`config.mk`:
```
export PLATFORM = sky130hd
export DESIGN_NAME = int64_text_to_integer_parser
export DESIGN_NICKNAME = d
export VERILOG_FILES = /design/src/rtl/i64p_pkg.sv /design/src/rtl/i64p_step.sv /design/src/rtl/int64_text_to_integer_parser.sv
export SDC_FILE = /design/constraint.sdc
export NUM_CORES = 1
export LEC_CHECK = 0
export BUFFER_PORTS_ARGS = -buffer_cell sky130_fd_sc_hd__buf_2
export CAP_MARGIN = 20
export CORE_MARGIN = 3
export CORE_UTILIZATION = 34
export CTS_CLUSTER_DIAMETER = 100
export DETAILED_ROUTE_END_ITERATION = 7
export PLACE_DENSITY_LB_ADDON = 0.15
export RECOVER_POWER = 25
export SYNTH_ARGS = -nofsm -noshare
export SYNTH_HDL_FRONTEND = slang
export SYNTH_SLANG_ARGS = --single-unit
```
`constraint.sdc`:
```
create_clock -name clk -period 8.2 [get_ports clk]
set_input_delay 0 -clock clk [delete_from_list [all_inputs] [get_ports clk]]
set_output_delay 0 -clock clk [all_outputs]
set_load 0.03 [all_outputs]
```
`src/rtl/i64p_pkg.sv`:
```
// Package for the 64-bit text-to-integer parser: parse state types, codes,
// character constants and the digit decoder. Depends on nothing.
package i64p_pkg;

	localparam int unsigned PaddrWidth = 3;
	localparam int unsigned PdataWidth = 32;
	localparam int unsigned ValueWidth = 64;
	localparam int unsigned WideWidth  = ValueWidth + 4;

	// Byte address of the mode register.
	localparam logic [PaddrWidth-1:0] REG_SIGNED_MODE_ADDR = 3'd0;

	localparam logic [7:0] CH_NUL   = 8'h00;
	localparam logic [7:0] CH_MINUS = 8'h2D;
	localparam logic [7:0] CH_PLUS  = 8'h2B;
	localparam logic [7:0] CH_ZERO  = 8'h30;
	localparam logic [7:0] CH_NINE  = 8'h39;
	localparam logic [7:0] CH_LO_A  = 8'h61;
	localparam logic [7:0] CH_LO_F  = 8'h66;
	localparam logic [7:0] CH_UP_A  = 8'h41;
	localparam logic [7:0] CH_UP_F  = 8'h46;
	localparam logic [7:0] CH_LO_X  = 8'h78;
	localparam logic [7:0] CH_UP_X  = 8'h58;
	localparam logic [7:0] CH_LO_B  = 8'h62;
	localparam logic [7:0] CH_UP_B  = 8'h42;
	localparam logic [7:0] CH_LO_O  = 8'h6F;
	localparam logic [7:0] CH_UP_O  = 8'h4F;

	// Digit value 16 marks a byte that is no digit at all.
	localparam logic [4:0] DIGIT_NONE = 5'd16;

	typedef enum logic [4:0] {
		PH_START  = 5'b00001,
		PH_SIGN   = 5'b00010,
		PH_ZERO   = 5'b00100,
		PH_PREFIX = 5'b01000,
		PH_DIGITS = 5'b10000
	} phase_t;

	typedef enum logic [1:0] {
		RX_DEC = 2'd0,
		RX_HEX = 2'd1,
		RX_BIN = 2'd2,
		RX_OCT = 2'd3
	} radix_t;

	typedef enum logic [2:0] {
		ST_OK       = 3'd0,
		ST_EMPTY    = 3'd1,
		ST_BADDIGIT = 3'd2,
		ST_OVERFLOW = 3'd3,
		ST_MINUS    = 3'd4
	} status_t;

	typedef struct packed {
		phase_t                phase;
		logic                  is_negative;
		radix_t                radix;
		logic [ValueWidth-1:0] acc;
		status_t               sticky;
	} parse_state_t;

	typedef struct packed {
		logic                  ok;
		status_t               status;
		logic [ValueWidth-1:0] value;
	} result_t;

	localparam parse_state_t PARSE_IDLE = '{
		phase:       PH_START,
		is_negative: 1'b0,
		radix:       RX_DEC,
		acc:         '0,
		sticky:      ST_OK
	};

	function automatic logic [4:0] digit_of(input logic [7:0] c);
		logic [7:0] d;
		begin
			d = {3'b000, DIGIT_NONE};
			if (c >= CH_ZERO && c <= CH_NINE) begin
				d = c - CH_ZERO;
			end else if (c >= CH_LO_A && c <= CH_LO_F) begin
				d = c - CH_LO_A + 8'd10;
			end else if (c >= CH_UP_A && c <= CH_UP_F) begin
				d = c - CH_UP_A + 8'd10;
			end
			digit_of = d[4:0];
		end
	endfunction

	function automatic logic [4:0] base_of(input radix_t rx);
		logic [4:0] b;
		begin
			unique case (rx)
				RX_DEC: b = 5'd10;
				RX_HEX: b = 5'd16;
				RX_BIN: b = 5'd2;
				RX_OCT: b = 5'd8;
				default: b = 5'd10;
			endcase
			base_of = b;
		end
	endfunction

endpackage

```
`src/rtl/i64p_step.sv`:
```
// One parse step: next parse state and the result word for one text byte.
// Depends on i64p_pkg.
module i64p_step (
	input  i64p_pkg::parse_state_t cur,
	input  logic [7:0]             char_code,
	input  logic                   signed_mode,
	output i64p_pkg::parse_state_t nxt,
	output logic                   term,
	output i64p_pkg::result_t      res
);
	import i64p_pkg::*;

	radix_t                eff_rx;
	logic   [4:0]          digit;
	logic                  in_range;
	logic   [WideWidth-1:0] acc_w;
	logic   [WideWidth-1:0] scaled;
	logic   [WideWidth-1:0] sum;
	logic   [WideWidth-1:0] limit;
	logic                  over;
	logic                  do_digit;
	status_t               st;
	logic   [ValueWidth-1:0] v;

	assign term = (char_code == CH_NUL);

	// A leading zero that is not a prefix makes the number octal.
	assign eff_rx   = (cur.phase == PH_ZERO) ? RX_OCT : cur.radix;
	assign digit    = digit_of(char_code);
	assign in_range = (digit < base_of(eff_rx));

	// Scale by the base with shifts (and one add for decimal), then add the digit.
	assign acc_w = {4'b0, cur.acc};
	always_comb begin
		unique case (eff_rx)
			RX_DEC: scaled = (acc_w << 3) + (acc_w << 1);
			RX_HEX: scaled = acc_w << 4;
			RX_BIN: scaled = acc_w << 1;
			RX_OCT: scaled = acc_w << 3;
			default: scaled = acc_w;
		endcase
	end
	assign sum = scaled + {{(WideWidth-4){1'b0}}, digit[3:0]};

	always_comb begin
		if (cur.is_negative) begin
			limit = {{(WideWidth-1){1'b0}}, 1'b1} << (ValueWidth - 1);
		end else if (signed_mode) begin
			limit = ({{(WideWidth-1){1'b0}}, 1'b1} << (ValueWidth - 1))
				- {{(WideWidth-1){1'b0}}, 1'b1};
		end else begin
			limit = {4'b0, {ValueWidth{1'b1}}};
		end
	end
	assign over = (sum > limit);

	// Next state.
	always_comb begin
		nxt      = cur;
		do_digit = 1'b0;
		if (term) begin
			nxt = PARSE_IDLE;
		end else if (cur.sticky == ST_OK) begin
			unique case (cur.phase)
				PH_SIGN: begin
					if (char_code == CH_ZERO) begin
						nxt.phase = PH_ZERO;
					end else begin
						do_digit = 1'b1;
					end
				end
				PH_ZERO: begin
					priority if (char_code == CH_LO_X || char_code == CH_UP_X) begin
						nxt.radix = RX_HEX;
						nxt.phase = PH_PREFIX;
					end else if (char_code == CH_LO_B || char_code == CH_UP_B) begin
						nxt.radix = RX_BIN;
						nxt.phase = PH_PREFIX;
					end else if (char_code == CH_LO_O || char_code == CH_UP_O) begin
						nxt.radix = RX_OCT;
						nxt.phase = PH_PREFIX;
					end else begin
						do_digit = 1'b1;
					end
				end
				PH_PREFIX, PH_DIGITS: begin
					do_digit = 1'b1;
				end
				default: begin
					priority if (char_code == CH_MINUS) begin
						if (signed_mode) begin
							nxt.is_negative = 1'b1;
							nxt.phase       = PH_SIGN;
						end else begin
							nxt.sticky = ST_MINUS;
						end
					end else if (char_code == CH_PLUS) begin
						nxt.phase = PH_SIGN;
					end else if (char_code == CH_ZERO) begin
						nxt.phase = PH_ZERO;
					end else begin
						do_digit = 1'b1;
					end
				end
			endcase
			if (do_digit) begin
				nxt.phase = PH_DIGITS;
				nxt.radix = eff_rx;
				priority if (!in_range) begin
					nxt.sticky = ST_BADDIGIT;
				end else if (over) begin
					nxt.sticky = ST_OVERFLOW;
				end else begin
					nxt.acc = sum[ValueWidth-1:0];
				end
			end
		end
	end

	// Result word on the terminator.
	always_comb begin
		st = cur.sticky;
		v  = '0;
		if (cur.sticky == ST_OK) begin
			priority if (cur.phase == PH_ZERO) begin
				v = '0;
			end else if (cur.phase == PH_DIGITS) begin
				v = cur.is_negative ? (~cur.acc + {{(ValueWidth-1){1'b0}}, 1'b1})
					: cur.acc;
			end else begin
				st = ST_EMPTY;
			end
		end
		res.ok     = (st == ST_OK);
		res.status = st;
		res.value  = (st == ST_OK) ? v : '0;
	end

endmodule

```
`src/rtl/int64_text_to_integer_parser.sv`:
```
// Top level of the 64-bit text-to-integer parser: input byte register,
// parse state, result register and the mode register port. Depends on
// i64p_pkg and i64p_step.
//
//   channel   | handshake                    | word
//   ----------+------------------------------+--------------------------
//   char      | char_valid / char_stall      | char_code[7:0]
//   result    | result_valid / result_stall  | ok, status[2:0], value[63:0]
//   config    | APB psel/penable/pwrite      | signed_mode at byte 0
//
// One byte enters per cycle while char_stall is low. A byte is held in
// the input register, then one parse step (shift-add of the accumulator
// and the range compare) updates the parse state; a terminator loads the
// result register, which holds the result until it is taken.
// The only stall source is a terminator that finds the result register
// still full and stalled; other bytes keep flowing past a waiting result.
// Reset clears the parse state and sets signed mode.
module int64_text_to_integer_parser (
	input  logic                              clk,
	input  logic                              arst_n,
	// byte channel
	input  logic                              char_valid,
	output logic                              char_stall,
	input  logic [7:0]                        char_code,
	// result channel
	output logic                              result_valid,
	input  logic                              result_stall,
	output logic                              ok,
	output logic [2:0]                        status,
	output logic [i64p_pkg::ValueWidth-1:0]   value,
	// configuration port
	input  logic                              psel,
	input  logic                              penable,
	input  logic                              pwrite,
	input  logic [i64p_pkg::PaddrWidth-1:0]   paddr,
	input  logic [i64p_pkg::PdataWidth-1:0]   pwdata,
	output logic [i64p_pkg::PdataWidth-1:0]   prdata,
	output logic                              pready
);
	import i64p_pkg::*;

	logic         signed_mode_q;
	logic         valid_s1;
	logic [7:0]   char_s1;
	parse_state_t state_q;
	parse_state_t state_nxt;
	logic         term_s1;
	result_t      res_nxt;
	result_t      res_q;
	logic         result_valid_q;
	logic         advance;

	// Mode register: written in the APB access phase, always ready.
	assign pready = 1'b1;
	always_ff @(posedge clk or negedge arst_n) begin
		if (!arst_n) begin
			signed_mode_q <= 1'b1;
		end else if (psel && penable && pwrite && paddr == REG_SIGNED_MODE_ADDR) begin
			signed_mode_q <= pwdata[0];
		end
	end
	assign prdata = (paddr == REG_SIGNED_MODE_ADDR)
		? {{(PdataWidth-1){1'b0}}, signed_mode_q} : '0;

	// Advance the held byte unless it is a terminator blocked by a full,
	// stalled result register.
	assign advance    = valid_s1 && (!term_s1 || !result_valid_q || !result_stall);
	assign char_stall = valid_s1 && !advance;

	always_ff @(posedge clk or negedge arst_n) begin
		if (!arst_n) begin
			valid_s1 <= 1'b0;
		end else if (!char_stall) begin
			valid_s1 <= char_valid;
		end
	end

	always_ff @(posedge clk) begin
		if (char_valid && !char_stall) begin
			char_s1 <= char_code;
		end
	end

	i64p_step u_step (
		.cur         (state_q),
		.char_code   (char_s1),
		.signed_mode (signed_mode_q),
		.nxt         (state_nxt),
		.term        (term_s1),
		.res         (res_nxt)
	);

	// Parse state: one update per advanced byte.
	always_ff @(posedge clk or negedge arst_n) begin
		if (!arst_n) begin
			state_q <= PARSE_IDLE;
		end else if (advance) begin
			state_q <= state_nxt;
		end
	end

	// Result register: load on a terminator, drop once taken.
	always_ff @(posedge clk or negedge arst_n) begin
		if (!arst_n) begin
			result_valid_q <= 1'b0;
		end else if (advance && term_s1) begin
			result_valid_q <= 1'b1;
		end else if (!result_stall) begin
			result_valid_q <= 1'b0;
		end
	end

	always_ff @(posedge clk) begin
		if (advance && term_s1) begin
			res_q <= res_nxt;
		end
	end

	assign result_valid = result_valid_q;
	assign ok           = res_q.ok;
	assign status       = res_q.status;
	assign value        = res_q.value;

endmodule
```
==> reports/metrics.csv <==
stage,metric,value,unit
run_status,outcome,"complete, but fails checks",
run_status,violations,"design-rule violations, max-capacitance violations, max-slew violations",
floorplan,dieArea,55500,µm²
sta,hold_violations,0,
logic_synthesis,ys_seq_area_share,23.7,%
clocking,clock-sinks,154,
drt,finalWirelength,68900,µm
placement,dpl.cell_count,3048,
drt,vias,18300,
logic_synthesis,synth_area,17900,µm²
clocking,max-clock-path-buffers,2,
setup_path,crit_fanout,16,
sta,slew_headroom,-91.7,%
sta,fmax,128,MHz
logic_synthesis,synth_cell_type_count,89,
global_route,grt_overflow,0,
min_path,hold_path.class,input port to flip-flop,
global_route,antenna_found_initial,2,
drt,first_iter_violations,1554,
sta,min_period_over_period,95.2,%
clocking,cts_tree,built,
layout,area_growth,14.0,%
sta,finalCriticalPeriod,7.81,ns
layout,nets,2601,
power,p_leak,7.73,nW
logic_synthesis,ys.flop_type,edfxtp_1,
setup_path,cp_slowest_cell,or3_1,
logic_synthesis,yosysTopAreaCellShare,12.7,%
logic_synthesis,yosysTopAreaCell,edfxtp_1,
global_route,grt_pass1_vias,17400,
setup_path,cpPeakStageDelay,0.57,ns
layout,drive_gt1_share,12.3,%
power,p_per_area,111,nW/µm²
placement,numPortBuffers,89,
layout,seqCellArea,4240,µm²
clocking,clk_pin_slew,0.07,ns
setup_path,worstSetupStartpointType,flip-flop,
sta,finClkSkew,0.00917,ns
setup_path,crit_top_cell,buf_4,
layout,multi_input_area,12900,µm²
sta,maxSlewViolCount,44,
logic_synthesis,netlist_instances,2314,
floorplan,die_y,235,µm
logic_synthesis,ys_top_cells_by_area,"edfxtp_1, dfrtp_1, ha_1",
sta,worst_pin_slew,2.87,ns
clocking,cts_made_buffers,17,
layout,instances_no_fill,3101,
clocking,cts_root_buffer,clkbuf_16,
logic_synthesis,ys_warn_count,0,
logic_synthesis,synth_edf_count,76,
floorplan,fp.dieW,235,µm
global_route,grt_first_pass_wirelength,104000,µm
floorplan,io_pins,153,
floorplan,start_util,34.6,%
layout,final_common_cell,nand2_1,
placement,dp_hpwl,52700,µm
drt,drc,3,
layout,layout_common_cells,"nand2_1, nor2_1, a21oi_1",
drt,antenna_left,0,
drt,post_drt_wl_per_cell,22.2,µm
power,finalPower,2.26,mW
layout,n_fill_cell,5340,
sta,finalSetupViolations,0,
setup_path,required,8.61,ns
clocking,clock_latency,0.49,ns
floorplan,rows,83,
setup_path,endpoint_kind,flip-flop,
setup_path,arrival,8.22,ns
clocking,htreeDepth,4,
layout,n_antenna_cell,0,
global_route,grt_max_degree,65,
drt,drt-vias-per-instance,5.90,
global_route,grt_usage,23.8,%
setup_path,critical_path_class,flip-flop to flip-flop,
logic_synthesis,synthArstFlopShare,50.6,%
floorplan,coreArea,51700,µm²
placement,place_congestion,0.972,
drt,drtPass1Iterations,8,
logic_synthesis,syn_area_per_cell,7.74,µm²
logic_synthesis,synth.ff_latch_count,154,
power,ir_drop,139,µV
job,maxCapViolCount,1,
## logic make-up (layout without fill, tap and decap cells)
kind of cell / count (synthesis) / after routing / synth area share, %
mux: 78 / 78 / 4.42
xor+xnor: 138 / 138 / 6.75
compound gates: 611 / 611 / 23.2
other cells: 2 / 32 / 0.0419
simple gates: 958 / 958 / 25.9
fa+ha+maj: 143 / 143 / 10.1
buf+inv: 230 / 307 / 5.97
flops: 154 / 154 / 23.7
## metal layers
metal / global-route usage, % / wire length [µm] / vias up
li1: - / - / 8737
met1: 32.7 / 31700 / 8921
met2: 37.8 / 31100 / 573
met3: 4.40 / 4410 / 69
met4: 7.28 / 1750 / 0
met5: 0 / 0 / -
## area by class of cell
class | count | area share [%]
inverter | 29 | 0.539
tap | 680 | 4.17
sequential | 154 | 20.8
clock inverter | 14 | 0.950
multi-input combinational | 1960 | 63.0
timing repair buffer | 246 | 8.33
clock buffer | 18 | 2.21
## report_power, final
part | switching [mW] | internal [mW]
Combinational | 0.301 | 0.186
Sequential | 0.0404 | 0.834
Clock | 0.369 | 0.526
## per-stage QoR
| stage | hold slack [ns] | TNS (ns) | cell area [µm²] | utilization (%) | worst slack [ns] |
|---|---|---|---|---|---|
| floorplan | -0.296 | 0 | 18000 | - | 0.000985 |
| global placement | 0.0773 | 0 | 19500 | 37.7 | 0.124 |
| detailed placement | 0.0820 | 0 | 19500 | 37.7 | 0.162 |
| CTS | 0.0760 | 0 | 20300 | 39.2 | 0.103 |
| global route | 0.199 | -0.00547 | 20400 | 39.5 | -0.00547 |
| finish | 0.211 | 0 | 20400 | 39.5 | 0.391 |
## worst max-delay path: cells and delay by family (launching register included)
kind | cells | cell delay, ns
AOI/OAI and AO/OA | 9 | 2.17
xor gates and xnor gates | 1 | 0.25
adders and majority gates | 2 | 0.73
buffers and inverters | 6 | 1.21
DFF | 1 | 0.51
muxes | 1 | 0.20
and+or+nand+nor | 11 | 2.64
## synthesized netlist by cell type (20+ instances only)
library cell  instances
nand2_1             337
xor2_1               88
nor2_1              233
clkbuf_1            129
nand2b_1             27
a31oi_1              20
nor2b_1              23
xnor2_1              50
mux2i_1              70
nor4_1               21
nand4_1              67
o21a_1               20
a21oi_1             159
a211oi_1             24
o21ai_0             119
nor3_1               57
buf_4                37
ha_1                141
dfrtp_1              76
a21o_1               43
o31ai_1              25
edfxtp_1             76
nand3_1              49
a222oi_1             51
inv_1                29
## registers in the layout (all words and copies together) (netlist names)
register	flops
state_q	75
value	64
char_s1	8
status	3
ok	1
result_valid	1
signed_mode_q	1
valid_s1	1
## what timing repair did
| action | CTS | global route |
|---|---|---|
| setup buffers | 0 | 5 |
| endpoints found under the hold margin | 53 | 0 |
| resized for setup | 0 | 27 |
| hold buffers | 14 | 0 |
| endpoints found under the setup margin | 0 | 66 |
## path summary, 6_finish.rpt
path / from / slack [ns] / endpoint / cells past startpoint
setup / recovery: state_q[16] / 0.39 / state_q[64] / 30
hold / removal: char_code[3] / 0.21 / char_s1[3] / 2
setup reg to reg: state_q[16] / 0.39 / state_q[64] / 30
hold reg to reg: state_q[68] / 0.49 / state_q[68] / 1
max in group asynchronous: arst_n / 5.45 / state_q[69] / 3
min in group asynchronous: arst_n / 0.97 / state_q[11] / 2
Power figures use the tool's default switching activity.
